===== src/rtl/ps2m_pkg.sv =====
// Shared types and constants for the PS/2 mouse packet decoder.
package ps2m_pkg;

    // Cursor coordinate width used when the top level is not overridden.
    localparam int COORD_BITS_DEF = 12;

    // Limit registers and their reset values.
    localparam int LIMIT_BITS = 12;
    localparam logic [LIMIT_BITS-1:0] X_LIMIT_RST = 12'd1023;
    localparam logic [LIMIT_BITS-1:0] Y_LIMIT_RST = 12'd767;

    // Configuration register indexes.
    localparam int CFG_IDX_BITS = 2;
    localparam logic [CFG_IDX_BITS-1:0] CFG_X_LIMIT = 2'd0;
    localparam logic [CFG_IDX_BITS-1:0] CFG_Y_LIMIT = 2'd1;

    // Header byte layout.
    localparam int BTN_BITS  = 3;
    localparam int HDR_LEFT  = 0;
    localparam int HDR_XSIGN = 4;
    localparam int HDR_YSIGN = 5;

    // Delta width: sign bit from the header plus the data byte.
    localparam int DELTA_BITS = 9;

    // Event codes on the result channel.
    typedef enum logic [1:0] {
        EV_MOVE     = 2'd0,
        EV_BTN_DOWN = 2'd1,
        EV_BTN_UP   = 2'd2
    } ev_kind_t;

    // A complete packet handed from the byte assembler to the cursor stage.
    typedef struct packed {
        logic       fire;
        logic [7:0] hdr;
        logic [7:0] xb;
        logic [7:0] yb;
    } pkt_t;

endpackage


===== src/rtl/ps2_mouse_packet_to_cursor_top.sv =====
// Top level of the PS/2 mouse packet decoder with clamped cursor.
// Path: the third byte waits in the input register, then its move event enters the result register.
// Throughput: one byte per cycle while the output has room; a packet with a left button edge
// fills the result register and the pending slot, which stalls a following final byte until free.
// Reset: cursor at the origin, buttons released, packet phase at the header,
// limits at 1023 and 767; no clearing pass, transfers are taken right after reset.
module ps2_mouse_packet_to_cursor_top #(
    parameter int COORD_BITS = ps2m_pkg::COORD_BITS_DEF
) (
    input  logic                                   clk,
    input  logic                                   rst_n,
    input  logic                                   in_valid,
    output logic                                   in_ready,
    input  logic [7:0]                             rx_byte,
    input  logic                                   from_aux,
    output logic                                   out_valid,
    input  logic                                   out_ready,
    output logic [1:0]                             event_kind,
    output logic [COORD_BITS-1:0]                  cursor_x,
    output logic [COORD_BITS-1:0]                  cursor_y,
    output logic signed [ps2m_pkg::DELTA_BITS-1:0] delta_x,
    output logic signed [ps2m_pkg::DELTA_BITS-1:0] delta_y,
    output logic                                   button_id,
    output logic                                   last_event,
    input  logic                                   cfg_valid,
    output logic                                   cfg_ready,
    input  logic [ps2m_pkg::CFG_IDX_BITS-1:0]      cfg_index,
    input  logic [ps2m_pkg::LIMIT_BITS-1:0]        cfg_data
);

    logic [ps2m_pkg::LIMIT_BITS-1:0] x_limit_reg;
    logic [ps2m_pkg::LIMIT_BITS-1:0] y_limit_reg;
    logic                            room;
    ps2m_pkg::pkt_t                  pkt;

    // Configuration writes are always taken; unknown indexes are ignored.
    assign cfg_ready = 1'b1;

    always_ff @(posedge clk or negedge rst_n)
    begin
        if (!rst_n)
        begin
            x_limit_reg <= ps2m_pkg::X_LIMIT_RST;
            y_limit_reg <= ps2m_pkg::Y_LIMIT_RST;
        end
        else if (cfg_valid && cfg_ready)
        begin
            if (cfg_index == ps2m_pkg::CFG_X_LIMIT)
            begin
                x_limit_reg <= cfg_data;
            end
            else if (cfg_index == ps2m_pkg::CFG_Y_LIMIT)
            begin
                y_limit_reg <= cfg_data;
            end
        end
    end

    // Byte input register and packet assembly.
    ps2m_assembler u_assembler (
        .clk      (clk),
        .rst_n    (rst_n),
        .in_valid (in_valid),
        .in_ready (in_ready),
        .rx_byte  (rx_byte),
        .from_aux (from_aux),
        .room     (room),
        .pkt      (pkt)
    );

    // Cursor update and result register.
    ps2m_cursor #(
        .COORD_BITS (COORD_BITS)
    ) u_cursor (
        .clk        (clk),
        .rst_n      (rst_n),
        .pkt        (pkt),
        .x_limit    (x_limit_reg),
        .y_limit    (y_limit_reg),
        .room       (room),
        .out_valid  (out_valid),
        .out_ready  (out_ready),
        .event_kind (event_kind),
        .cursor_x   (cursor_x),
        .cursor_y   (cursor_y),
        .delta_x    (delta_x),
        .delta_y    (delta_y),
        .button_id  (button_id),
        .last_event (last_event)
    );

`ifndef SYNTHESIS
    // A result that is not the last of its packet is always the move event.
    assert property (@(posedge clk) disable iff (!rst_n)
        out_valid && !last_event |-> event_kind == ps2m_pkg::EV_MOVE)
        else $error("non-final result is not a move event");

    // Button events carry no movement and always close the packet.
    assert property (@(posedge clk) disable iff (!rst_n)
        out_valid && button_id |-> delta_x == '0 && delta_y == '0 && last_event)
        else $error("button event with movement or not final");

    // The button event follows its move event in the very next cycle.
    assert property (@(posedge clk) disable iff (!rst_n)
        out_valid && out_ready && !last_event |=> out_valid && button_id)
        else $error("button event did not follow its move event");
`endif

endmodule


===== src/rtl/ps2m_assembler.sv =====
// Input register and three-byte packet assembly.
module ps2m_assembler (
    input  logic            clk,
    input  logic            rst_n,
    input  logic            in_valid,
    output logic            in_ready,
    input  logic [7:0]      rx_byte,
    input  logic            from_aux,
    input  logic            room,
    output ps2m_pkg::pkt_t  pkt
);

    // Position within the packet, one-hot.
    typedef enum logic [2:0] {
        PH_HDR = 3'b001,
        PH_X   = 3'b010,
        PH_Y   = 3'b100
    } phase_t;

    logic       a_valid_reg, a_valid_next;
    logic [7:0] a_byte_reg;
    phase_t     phase_reg, phase_next;
    logic [7:0] hdr_reg, hdr_next;
    logic [7:0] xb_reg, xb_next;
    logic       in_xfer;
    logic       complete;
    logic       advance;

    // The held byte moves on unless it completes a packet and the output is full.
    assign complete = (phase_reg == PH_Y);
    assign advance  = a_valid_reg && (!complete || room);
    assign in_ready = !a_valid_reg || advance;
    assign in_xfer  = in_valid && in_ready;

    assign pkt.fire = advance && complete;
    assign pkt.hdr  = hdr_reg;
    assign pkt.xb   = xb_reg;
    assign pkt.yb   = a_byte_reg;

    // Input register: bytes from the keyboard port are dropped at the transfer.
    always_comb
    begin
        a_valid_next = a_valid_reg;
        if (in_xfer)
        begin
            a_valid_next = from_aux;
        end
        else if (advance)
        begin
            a_valid_next = 1'b0;
        end
    end

    // Packet phase and held header and X bytes.
    always_comb
    begin
        phase_next = phase_reg;
        hdr_next   = hdr_reg;
        xb_next    = xb_reg;
        if (advance)
        begin
            case (phase_reg)
                PH_HDR:
                begin
                    hdr_next   = a_byte_reg;
                    phase_next = PH_X;
                end
                PH_X:
                begin
                    xb_next    = a_byte_reg;
                    phase_next = PH_Y;
                end
                PH_Y:
                begin
                    phase_next = PH_HDR;
                end
                default:
                begin
                    // A damaged phase restarts the packet with this byte as header.
                    hdr_next   = a_byte_reg;
                    phase_next = PH_X;
                end
            endcase
        end
    end

    // Control state.
    always_ff @(posedge clk or negedge rst_n)
    begin
        if (!rst_n)
        begin
            a_valid_reg <= 1'b0;
            phase_reg   <= PH_HDR;
        end
        else
        begin
            a_valid_reg <= a_valid_next;
            phase_reg   <= phase_next;
        end
    end

    // Payload registers.
    always_ff @(posedge clk)
    begin
        if (in_xfer)
        begin
            a_byte_reg <= rx_byte;
        end
        hdr_reg <= hdr_next;
        xb_reg  <= xb_next;
    end

endmodule


===== src/rtl/ps2m_cursor.sv =====
// Cursor update, button edge detection and the result register.
module ps2m_cursor #(
    parameter int COORD_BITS = ps2m_pkg::COORD_BITS_DEF
) (
    input  logic                                   clk,
    input  logic                                   rst_n,
    input  ps2m_pkg::pkt_t                         pkt,
    input  logic [ps2m_pkg::LIMIT_BITS-1:0]        x_limit,
    input  logic [ps2m_pkg::LIMIT_BITS-1:0]        y_limit,
    output logic                                   room,
    output logic                                   out_valid,
    input  logic                                   out_ready,
    output logic [1:0]                             event_kind,
    output logic [COORD_BITS-1:0]                  cursor_x,
    output logic [COORD_BITS-1:0]                  cursor_y,
    output logic signed [ps2m_pkg::DELTA_BITS-1:0] delta_x,
    output logic signed [ps2m_pkg::DELTA_BITS-1:0] delta_y,
    output logic                                   button_id,
    output logic                                   last_event
);

    localparam int DB = ps2m_pkg::DELTA_BITS;

    logic [COORD_BITS-1:0]            pos_x_reg, pos_x_next;
    logic [COORD_BITS-1:0]            pos_y_reg, pos_y_next;
    logic [ps2m_pkg::BTN_BITS-1:0]    prev_btn_reg;
    logic                             out_valid_reg, out_valid_next;
    logic                             pend_valid_reg, pend_valid_next;
    ps2m_pkg::ev_kind_t               pend_kind_reg;
    ps2m_pkg::ev_kind_t               out_kind_reg;
    logic signed [DB-1:0]             dx_reg;
    logic signed [DB-1:0]             dy_reg;
    logic                             btn_reg;
    logic                             last_reg;
    logic signed [DB-1:0]             dx;
    logic signed [DB-1:0]             dy;
    logic [COORD_BITS-1:0]            lim_x;
    logic [COORD_BITS-1:0]            lim_y;
    ps2m_pkg::ev_kind_t               kind;
    logic                             out_xfer;

    // Add a signed delta and clamp the sum to zero and the limit.
    function automatic logic [COORD_BITS-1:0] clamp_add(
        input logic [COORD_BITS-1:0] pos,
        input logic signed [DB-1:0]  d,
        input logic [COORD_BITS-1:0] lim
    );
        logic signed [COORD_BITS+1:0] sum;
        logic [COORD_BITS-1:0]        res;
        sum = $signed({2'b00, pos}) + $signed((COORD_BITS+2)'(d));
        if (sum[COORD_BITS+1])
        begin
            res = '0;
        end
        else if (sum[COORD_BITS:0] > {1'b0, lim})
        begin
            res = lim;
        end
        else
        begin
            res = sum[COORD_BITS-1:0];
        end
        return res;
    endfunction

    // Deltas are 9-bit two's complement with the sign bit from the header.
    assign dx    = $signed({pkt.hdr[ps2m_pkg::HDR_XSIGN], pkt.xb});
    assign dy    = $signed({pkt.hdr[ps2m_pkg::HDR_YSIGN], pkt.yb});
    assign lim_x = COORD_BITS'(x_limit);
    assign lim_y = COORD_BITS'(y_limit);

    assign pos_x_next = clamp_add(pos_x_reg, dx, lim_x);
    assign pos_y_next = clamp_add(pos_y_reg, dy, lim_y);

    // Left button edge gives the optional second event.
    always_comb
    begin
        kind = ps2m_pkg::EV_MOVE;
        if (pkt.hdr[ps2m_pkg::HDR_LEFT] && !prev_btn_reg[ps2m_pkg::HDR_LEFT])
        begin
            kind = ps2m_pkg::EV_BTN_DOWN;
        end
        else if (!pkt.hdr[ps2m_pkg::HDR_LEFT] && prev_btn_reg[ps2m_pkg::HDR_LEFT])
        begin
            kind = ps2m_pkg::EV_BTN_UP;
        end
    end

    // A new packet needs both the result register and the pending slot free.
    assign out_xfer = out_valid_reg && out_ready;
    assign room     = !pend_valid_reg && (!out_valid_reg || out_ready);

    // Result register and pending button event.
    always_comb
    begin
        out_valid_next  = out_valid_reg;
        pend_valid_next = pend_valid_reg;
        if (pkt.fire)
        begin
            out_valid_next  = 1'b1;
            pend_valid_next = (kind != ps2m_pkg::EV_MOVE);
        end
        else if (out_xfer)
        begin
            out_valid_next  = pend_valid_reg;
            pend_valid_next = 1'b0;
        end
    end

    // Control and architectural state.
    always_ff @(posedge clk or negedge rst_n)
    begin
        if (!rst_n)
        begin
            pos_x_reg      <= '0;
            pos_y_reg      <= '0;
            prev_btn_reg   <= '0;
            out_valid_reg  <= 1'b0;
            pend_valid_reg <= 1'b0;
        end
        else
        begin
            out_valid_reg  <= out_valid_next;
            pend_valid_reg <= pend_valid_next;
            if (pkt.fire)
            begin
                pos_x_reg    <= pos_x_next;
                pos_y_reg    <= pos_y_next;
                prev_btn_reg <= pkt.hdr[ps2m_pkg::BTN_BITS-1:0];
            end
        end
    end

    // Result payload: the move event first, the button event from the pending slot.
    always_ff @(posedge clk)
    begin
        if (pkt.fire)
        begin
            out_kind_reg  <= ps2m_pkg::EV_MOVE;
            dx_reg        <= dx;
            dy_reg        <= dy;
            btn_reg       <= 1'b0;
            last_reg      <= (kind == ps2m_pkg::EV_MOVE);
            pend_kind_reg <= kind;
        end
        else if (out_xfer && pend_valid_reg)
        begin
            out_kind_reg <= pend_kind_reg;
            dx_reg       <= '0;
            dy_reg       <= '0;
            btn_reg      <= 1'b1;
            last_reg     <= 1'b1;
        end
    end

    // The position only moves when a packet enters, so it drives the ports directly.
    assign out_valid  = out_valid_reg;
    assign event_kind = out_kind_reg;
    assign cursor_x   = pos_x_reg;
    assign cursor_y   = pos_y_reg;
    assign delta_x    = dx_reg;
    assign delta_y    = dy_reg;
    assign button_id  = btn_reg;
    assign last_event = last_reg;

endmodule


===== config.mk =====
export PLATFORM = sky130hd
export DESIGN_NAME = ps2_mouse_packet_to_cursor_top
export DESIGN_NICKNAME = d
export VERILOG_FILES = /design/src/rtl/ps2m_pkg.sv /design/src/rtl/ps2_mouse_packet_to_cursor_top.sv /design/src/rtl/ps2m_assembler.sv /design/src/rtl/ps2m_cursor.sv
export SDC_FILE = /design/constraint.sdc
export NUM_CORES = 1
export LEC_CHECK = 0
export ABC_AREA = 0
export BUFFER_PORTS_ARGS = -buffer_cell sky130_fd_sc_hd__clkbuf_2
export CAP_MARGIN = 20
export CORE_MARGIN = 8
export CORE_UTILIZATION = 50
export CTS_CLUSTER_DIAMETER = 30
export CTS_CLUSTER_SIZE = 12
export DETAILED_ROUTE_END_ITERATION = 8
export PLACE_DENSITY = 0.76
export RECOVER_POWER = 100
export SYNTH_ARGS = -nofsm -noshare
export SYNTH_HDL_FRONTEND = slang
export SYNTH_HIERARCHICAL = 1
export SYNTH_SLANG_ARGS = --single-unit

===== constraint.sdc =====
create_clock -name clk -period 3.45 [get_ports clk]
set_input_delay 0.69 -clock clk [delete_from_list [all_inputs] [get_ports clk]]
set_output_delay 0.69 -clock clk [all_outputs]
set_load 0.02 [all_outputs]

==> results of run 1 <==
==> per-stage QoR <==
step	cell area [um2]	utilization	setup WS (ns)	total power, mW
2_1_floorplan	5740	-	-0.221	4.36
3_3_place_gp	6610	0.586	-0.288	5.33
3_5_place_dp	6610	0.586	-0.398	5.49
4_1_cts	7010	0.622	-0.347	6.71
5_1_grt	7000	0.621	-0.632	7.34
6_report	7000	0.621	-0.496	6.86
==> power groups by stage <==
stage / clock network, mW / registers (mW) / logic [mW]
3_3_place_gp: 0 / 1.79 / 3.54
6_report: 0.963 / 1.79 / 4.11
4_1_cts: 0.986 / 1.78 / 3.94
5_1_grt: 1.03 / 1.82 / 4.49
3_5_place_dp: 0 / 1.80 / 3.69
2_1_floorplan: 0 / 1.94 / 2.42
==> layout make-up <==
cell class | instances | area [um2]
Clock buffer | 9 | 225
Clock inverter | 7 | 57.6
Fill cell | 903 | 4270
Inverter | 69 | 259
Multi-Input combinational cell | 335 | 2820
Sequential cell | 98 | 2670
Tap cell | 143 | 179
Timing Repair Buffer | 143 | 793
==> worst min-delay path by stage <==
stage | startpoint | endpoint | slack, ns
2_1_floorplan | rst_n | u_assembler/a_valid_reg$_DFFE_PN0P_ | 0.39
3_3_place_gp | u_cursor/button_id$_SDFFE_PP0P_ | u_cursor/button_id$_SDFFE_PP0P_ | 0.44
3_5_place_dp | u_cursor/button_id$_SDFFE_PP0P_ | u_cursor/button_id$_SDFFE_PP0P_ | 0.44
4_1_cts | u_cursor/button_id$_SDFFE_PP0P_ | u_cursor/button_id$_SDFFE_PP0P_ | 0.45
5_1_grt | rst_n | u_cursor/cursor_x[9]$_DFFE_PN0P_ | 0.36
6_report | rst_n | u_cursor/cursor_x[9]$_DFFE_PN0P_ | 0.33
==> cells in the final DEF, fill, tap and decap left out, types with 5 or more instances in the layout <==
master and n:
inv_1 66, clkbuf_1 61, buf_4 53, ha_1 49
edfxtp_1 40, dfrtp_1 32, nor2_1 29, clkbuf_2 25
o22ai_1 25, mux2_2 23, mux2i_1 23, dfstp_2 20
nand2_1 19, a21oi_1 19, xnor2_1 15, and2_0 11
o21ai_0 10, nand3_1 10, clkbuf_16 9, and2_1 8
o21a_1 7, a21o_1 7, o211ai_1 5, a21oi_2 5
nor3_1 5, mux2i_2 5
==> worst reg2reg max path, cell delays in order, from the launching register on <==
cell	delay, ns
edfxtp_1	0.43
ha_4	0.19
inv_2	0.05
fa_2	0.22
nor2b_4	0.05
o31a_1	0.28
o41ai_4	0.37
o21ai_2	0.11
nor2_2	0.18
xnor2_2	0.15
ha_1	0.27
a21o_1	0.17
a21oi_2	0.15
o211ai_1	0.12
a21oi_2	0.17
o21bai_1	0.13
mux2i_2	0.26
buf_6	0.20
mux2i_2	0.22
o22ai_1	0.10
==> metal layers <==
layer,up-vias,share of wire,global-route usage
li1,2117,-,-
met1,2163,0.42,0.225
met2,120,0.52,0.336
met3,17,0.049,0.0396
met4,0,0.019,0.0762
met5,-,0,0
==> timing repair <==
item                       CTS  global route
setup endpoints to repair   24            24
pin swaps                   15            12
buffers inserted            10             6
resized for setup           12            15
==> impl_metrics.ini, run 1 <==
[cells_and_area]
drive_above_1_share = 0.271
fin_cells = 804
area_delta_synth_final_pct = 23.3
diodes = 0
fin_nets = 738

[setup_path]
critPathKind = flip-flop to flip-flop
required_ns = 3.65
crit_path_start_kind = flip-flop
timing.rr.end = u_cursor/cursor_x[3]$_DFFE_PN0P_
r2r_start = u_assembler/xb_reg[0]$_DFFE_PP_
arrival_ns = 4.15
path_delay_family = compound AO/OA/AOI/OAI gates
critPathMaxFanout = 7
r2r_cells = 19
path_buf_inv = 2
crit_cells = 19
crit_end = u_cursor/cursor_x[3]$_DFFE_PN0P_
cp-startpoint = u_assembler/xb_reg[0]$_DFFE_PP_
r2r_slack_ns = -0.50
end_kind = flip-flop
cp_slowest_cell = edfxtp_1
timing.critical_path.cells = ha_4, inv_2, fa_2, nor2b_4, o31a_1, o41ai_4, o21ai_2, nor2_2, xnor2_2, ha_1, a21o_1, a21oi_2, o211ai_1, a21oi_2, o21bai_1, mux2i_2, buf_6, mux2i_2, o22ai_1
max_stage_delay_ns = 0.43

[clock_network]
cts_buffers = 9
cts_tree = built
cts_buffer_depth = 2
postCtsHoldBufs = 0
clk_pin_slew_ns = 0.07
cts-root-buf = clkbuf_16
cts_sinks = 98
h-tree-depth = 3
worstSkewPairLatency_ns = 0.35

[sta]
report.final.slew_viol_count = 45
setup_viol = 24
setup_ws_ns = -0.496
rsz0062_at_grt = yes
hold_viol_final = 0
maxSlewHeadroom = -0.156
fin_crit_sh = 1.14
worst_pin_slew_ns = 1.73
period_minus_slack_ns = 3.95
fin_setup_tns_ns = -9.52
fin_worst_skew_ns = 0.00796
holdWs_ns = 0.330
max_freq_mhz = 253

[logic_synthesis]
ys_warn_count = 6
synthesis.nets = 596
syn_area_per_cell_um2 = 11.0
synth_area_um2 = 5680
syn_inst = 514

[power]
pwr_density_cell_nw_per_um2 = 980
p_int_mw = 3.98
pwr-share-comb = 0.599
p_sw_frac = 0.420
sequentialPowerShare = 0.260
worst_ir_drop_vdd_mv = 0.587
clkPwrFrac = 0.140
p_leak_nw = 3.09
switchingPower_mw = 2.88

[detailed_routing]
ant_nets = 0
drt-pass1-iter-count = 5
wl_per_cell_um = 17.4
wirelength_um = 14000
vias = 4417
drtIter0Drc = 283
viasPerCell = 5.49
drc = 0

[outcome]
status = finished with violations
failed_checks = capacitance limit, slew limit, setup timing

[global_route]
grt_pass1_vias = 4619
overflow = 0
grt_max_degree = 42
grt_first_pass_wirelength_um = 22500
grtUsageTotal = 0.192
antenna_found_initial = 0

[floorplan]
start_util = 0.504
ioPinCount = 77
chipHeight_um = 123
die_area_um2 = 15000
placeableCoreArea_um2 = 11300
rows = 39
fp.dieW_um = 123

[placed_design]
dp.cells = 771
gp_congestion = 0.864
io_buffers = 75
hpwlAfterDp_um = 10700

[worst_hold_path]
min_path_type = primary input to async pin

[flow_run]
maxCapViolations = 2
Note: power is estimated with default switching activity, not from simulation.
==> run 2: changes to the inputs <==
PLACE_DENSITY = 0.77   (was 0.76)
SYNTH_HIERARCHICAL = unset   (was 1)
==> impl_metrics.ini, run 2 <==
[outcome]
status = finished with violations
failed_checks = capacitance limit, slew limit, setup timing

[floorplan]
start_util = 0.505
chipHeight_um = 123
rows = 39
fp.dieW_um = 123
die_area_um2 = 15100
placeableCoreArea_um2 = 11300
ioPinCount = 77

[cells_and_area]
area_delta_synth_final_pct = 28.2
drive_above_1_share = 0.327
diodes = 0
fin_nets = 755
layout_commonest_cell = buf_4
final_cell_mix = 61 x buf_4, 59 x clkbuf_1, 49 x nand2_1

[detailed_routing]
drc = 0
wl_per_cell_um = 18.0
vias = 4539
drtIter0Drc = 317
viasPerCell = 5.53
drt-pass1-iter-count = 5
ant_nets = 0
wirelength_um = 14800

[logic_synthesis]
synth_ff_type = edfxtp_1
syn_area_per_cell_um2 = 10.9
synth-edff-count = 40
synth_area_um2 = 5690
async_reset_ff_frac = 0.561
synth_cell_types = 65
syn_inst = 520
synthesis.nets = 602
yosys.area.top_type = edfxtp_1
yosysSeqAreaShare = 0.468
ys_top_cells_by_area = edfxtp_1 21%, dfrtp_1 15%, ha_1 11%
yosysMostFrequentCell = ha_1
synth_top_area_share = 0.211
ys_warn_count = 0
ys_ff_latch = 98
yosys-top-cells-count = 52 x ha_1, 50 x inv_1, 50 x nand2_1, 40 x edfxtp_1, 35 x dfrtp_1

[sta]
holdWs_ns = 0.458
report.final.slew_viol_count = 29
maxSlewHeadroom = -0.0359
fin_worst_skew_ns = 0.00876
rsz0062_at_grt = yes
max_freq_mhz = 264
worst_pin_slew_ns = 1.55
period_minus_slack_ns = 3.79
setup_ws_ns = -0.336
setup_viol = 24
hold_viol_final = 0
fin_crit_sh = 1.10

[setup_path]
crit_top_cell = a21oi_2
max_stage_delay_ns = 0.43
cp-startpoint = u_assembler.xb_reg[0]$_DFFE_PP_
r2r_slack_ns = -0.34
end_kind = flip-flop
cp_slowest_cell = edfxtp_1
arrival_ns = 3.98
timing.critical_path.cells = ha_4, inv_2, fa_2, nor2b_4, o2111ai_2, nand4_2, a31o_2, a21oi_2, xnor2_2, ha_1, a21o_1, a21oi_2, nand2_1, o21ai_2, nand2_2, o31ai_4, buf_6, mux2i_2, o22ai_2
required_ns = 3.64
critPathMaxFanout = 6
critPathKind = flip-flop to flip-flop
r2r_start = u_assembler.xb_reg[0]$_DFFE_PP_
crit_path_start_kind = flip-flop

[clock_network]
h-tree-depth = 3
worstSkewPairLatency_ns = 0.34
cts_buffers = 9
cts_tree = built
cts-root-buf = clkbuf_16
cts_sinks = 98
clk_pin_slew_ns = 0.07
cts_buffer_depth = 2

[worst_hold_path]
min_path_type = flip-flop to flip-flop
hp-start = u_cursor.button_id$_SDFFE_PP0P_

[placed_design]
place_ws_ns = -0.466
hpwlAfterDp_um = 10800
gp_congestion = 0.916
io_buffers = 75

[global_route]
grtUsageTotal = 0.196
antenna_found_initial = 0
overflow = 0
grt_first_pass_wirelength_um = 23100
grt_pass1_vias = 4718
grt_max_degree = 29

[flow_run]
maxCapViolations = 1

[power]
total_power_mw = 7.43
pwr_density_cell_nw_per_um2 = 1020
worst_ir_drop_vdd_mv = 0.674
p_leak_nw = 3.26
## run 2: layout make-up
cell class | instances | area [um2]
multi-input combinational | 360 | 3080
tap | 143 | 179
sequential | 98 | 2670
timing repair buffer | 154 | 902
clock inverter | 6 | 51.3
clock buffer | 10 | 229
inverter | 50 | 188
fill | 865 | 3980
## run 2: metal layers
metal | wire, um | global-route usage | up-vias
met2 | 7240 | 0.326 | 147
li1 | - | - | 2152
met3 | 879 | 0.0409 | 39
met4 | 479 | 0.0944 | 0
met1 | 6190 | 0.239 | 2201
met5 | 0 | 0 | -
## run 2: repair_timing
item | CTS | global route
hold buffers | 0 | 0
endpoints found under the hold margin | 0 | 0
gates resized for setup | 32 | 25
endpoints found under the setup margin | 24 | 24
buffers inserted | 13 | 3
pin swaps | 34 | 9
## run 2: where the power goes
part           leakage (nW)  switching [mW]  total, mW  internal, mW
clock                 0.139           0.456      0.958         0.501
combinational          2.06            2.45       4.69          2.24
sequential             1.06           0.252       1.78          1.53
## run 2: through the flow
stage / std cells / area (um2) / setup TNS [ns] / utilization
after floorplan: 520 / 5750 / -1.55 / -
after global placement: 789 / 6710 / -3.91 / 0.596
after detailed placement: 789 / 6710 / -7.15 / 0.596
after CTS: 818 / 7250 / -2.44 / 0.643
after global routing: 821 / 7300 / -8.34 / 0.647
final: 821 / 7300 / -4.07 / 0.647
## run 2: final timing paths
| check | cells after the start | endpoint |
|---|---|---|
| max | 19 | u_cursor.cursor_x[11]$_DFFE_PN0P_ |
| min | 2 | u_cursor.button_id$_SDFFE_PP0P_ |
| max reg2reg | 19 | u_cursor.cursor_x[11]$_DFFE_PN0P_ |
| min reg2reg | 2 | u_cursor.button_id$_SDFFE_PP0P_ |
| max in group asynchronous | 2 | x_limit_reg[10]$_DFFE_PN0P_ |
| min in group asynchronous | 1 | u_cursor.cursor_y[11]$_DFFE_PN0P_ |
## run 2: cell families after synthesis
logic type                 Yosys count  synth area share
DFF                                 98             0.468
AOI/OAI and AO/OA                  109             0.138
buffers and inverters               62            0.0464
and+or+nand+nor                    136             0.122
xor gates and xnor gates            21            0.0323
adders and majority gates           54             0.121
other                                1          0.000659
muxes                               39            0.0714
## run 2: worst max-delay path, delay by kind of cell (launching register included)
kind                       cells  cell delay, ns
DFF                            1            0.43
buffers and inverters          2            0.23
and+or+nand+nor                4            0.34
xor gates and xnor gates       1            0.17
AOI/OAI and AO/OA              8            1.47
adders and majority gates      3            0.72
muxes                          1            0.25
==> run 3: changes to the inputs <==
PLACE_DENSITY = 0.75   (was 0.77)
==> impl_metrics.ini, run 3 (synthesized netlist as in run 2, its figures left out) <==
[sta]
max_freq_mhz = 271
setup_viol = 24
fin_worst_skew_ns = 0.00877
setup_ws_ns = -0.245
holdWs_ns = 0.453
maxSlewHeadroom = 0.193
rsz0062_at_grt = yes
period_minus_slack_ns = 3.70
hold_viol_final = 0
fin_crit_sh = 1.07
worst_pin_slew_ns = 1.21
report.final.slew_viol_count = 0

[cells_and_area]
fin_nets = 759
area_delta_synth_final_pct = 29.2
num-fill-cells = 865
finalInstanceArea_um2 = 7350
diodes = 0
fin_cells = 825
drive_above_1_share = 0.324
final_cell_mix = 64 x clkbuf_1, 64 x buf_4, 49 x nand2_1

[detailed_routing]
ant_nets = 0
drt-pass1-iter-count = 5
drtIter0Drc = 308
viasPerCell = 5.50
vias = 4539
drc = 0
wirelength_um = 14900
wl_per_cell_um = 18.0

[power]
pwr_density_cell_nw_per_um2 = 1030
p_leak_nw = 3.26
total_power_mw = 7.60
worst_ir_drop_vdd_mv = 0.675

[floorplan]
start_util = 0.505
die_area_um2 = 15100
rows = 39
placeableCoreArea_um2 = 11300
fp.dieW_um = 123
ioPinCount = 77
chipHeight_um = 123

[clock_network]
cts_buffers = 9
worstSkewPairLatency_ns = 0.35
cts_tree = built
h-tree-depth = 3
clk_pin_slew_ns = 0.07
cts_buffer_depth = 2
cts_sinks = 98
cts-root-buf = clkbuf_16

[worst_hold_path]
min_path_type = primary input to async pin

[placed_design]
hpwlAfterDp_um = 11100
dp.cells = 793
placed_area_um2 = 6740
place_ws_ns = -0.375
gp_congestion = 0.945
io_buffers = 75

[setup_path]
crit_path_start_kind = flip-flop
r2r_cells = 17
required_ns = 3.66
cp-startpoint = u_assembler.xb_reg[1]$_DFFE_PP_
r2r_start = u_assembler.xb_reg[1]$_DFFE_PP_
arrival_ns = 3.90
end_kind = flip-flop
r2r_slack_ns = -0.25
critPathKind = flip-flop to flip-flop
crit_end = u_cursor.cursor_x[3]$_DFFE_PN0P_
timing.rr.end = u_cursor.cursor_x[3]$_DFFE_PN0P_
critPathMaxFanout = 6

[outcome]
failed_checks = setup timing
status = finished with violations

[global_route]
grt_first_pass_wirelength_um = 23300
overflow = 0
antenna_found_initial = 0
grt_max_degree = 22
grt_pass1_vias = 4644
grtUsageTotal = 0.199

[flow_run]
maxCapViolations = 0
run 3: through the flow:
| stage | util | setup TNS, ns |
|---|---|---|
| floorplan | - | -1.55 |
| detailed placement | 0.598 | -6.80 |
| global placement | 0.598 | -4.61 |
| global route | 0.652 | -8.66 |
| CTS | 0.647 | -2.68 |
| finish | 0.652 | -4.13 |
run 3: repair_timing:
action	in CTS	in global routing
pin swaps	29	16
resized for setup	30	29
setup buffers	15	1
setup endpoints to repair	24	24
hold buffers	0	0
run 3: worst min-delay path by stage:
| stage | startpoint | end | slack [ns] | cells past startpoint |
|---|---|---|---|---|
| finish | rst_n | u_cursor.cursor_x[7]$_DFFE_PN0P_ | 0.45 | 1 |
| detailed placement | u_cursor.button_id$_SDFFE_PP0P_ | u_cursor.button_id$_SDFFE_PP0P_ | 0.46 | 2 |
| floorplan | rst_n | u_assembler.a_valid_reg$_DFFE_PN0P_ | 0.39 | 0 |
| global placement | u_cursor.button_id$_SDFFE_PP0P_ | u_cursor.button_id$_SDFFE_PP0P_ | 0.44 | 2 |
| global route | rst_n | u_cursor.cursor_x[7]$_DFFE_PN0P_ | 0.50 | 1 |
| CTS | rst_n | u_cursor.cursor_x[7]$_DFFE_PN0P_ | 0.27 | 1 |
run 3: cell type report:
class	count	area, um2	area share
Clock buffer	11	233	0.0317
Clock inverter	5	67.6	0.00919
Inverter	50	188	0.0255
Multi-Input combinational cell	360	3090	0.421
Sequential cell	98	2660	0.362
Tap cell	143	179	0.0243
Timing Repair Buffer	158	927	0.126
run 3: power by group:
part           internal [mW]  leakage (nW)  switching [mW]  total [mW]
logic                   2.32          2.05            2.47        4.79
registers               1.53          1.06           0.243        1.77
clock network          0.575         0.147           0.461        1.04
total                   4.42          3.26            3.18        7.60
run 3: critical path, stage by stage, from the launching register on:
cell,delay (ns)
edfxtp_1,0.45
ha_4,0.30
a211o_1,0.13
o211ai_1,0.12
a21oi_2,0.21
a41oi_2,0.18
a211oi_2,0.30
xnor2_2,0.13
ha_1,0.31
and3_4,0.19
nor4b_2,0.20
a311oi_1,0.09
o21ai_2,0.10
nand2_2,0.08
o31ai_4,0.23
buf_6,0.19
mux2i_1,0.24
o21ai_2,0.09
run 3: routing by layer:
metal	part of all wire	GRT usage	vias up
li1	-	-	2160
met1	0.43	0.253	2216
met2	0.50	0.333	140
met3	0.050	0.0336	23
met4	0.019	0.0784	0
met5	0	0	-
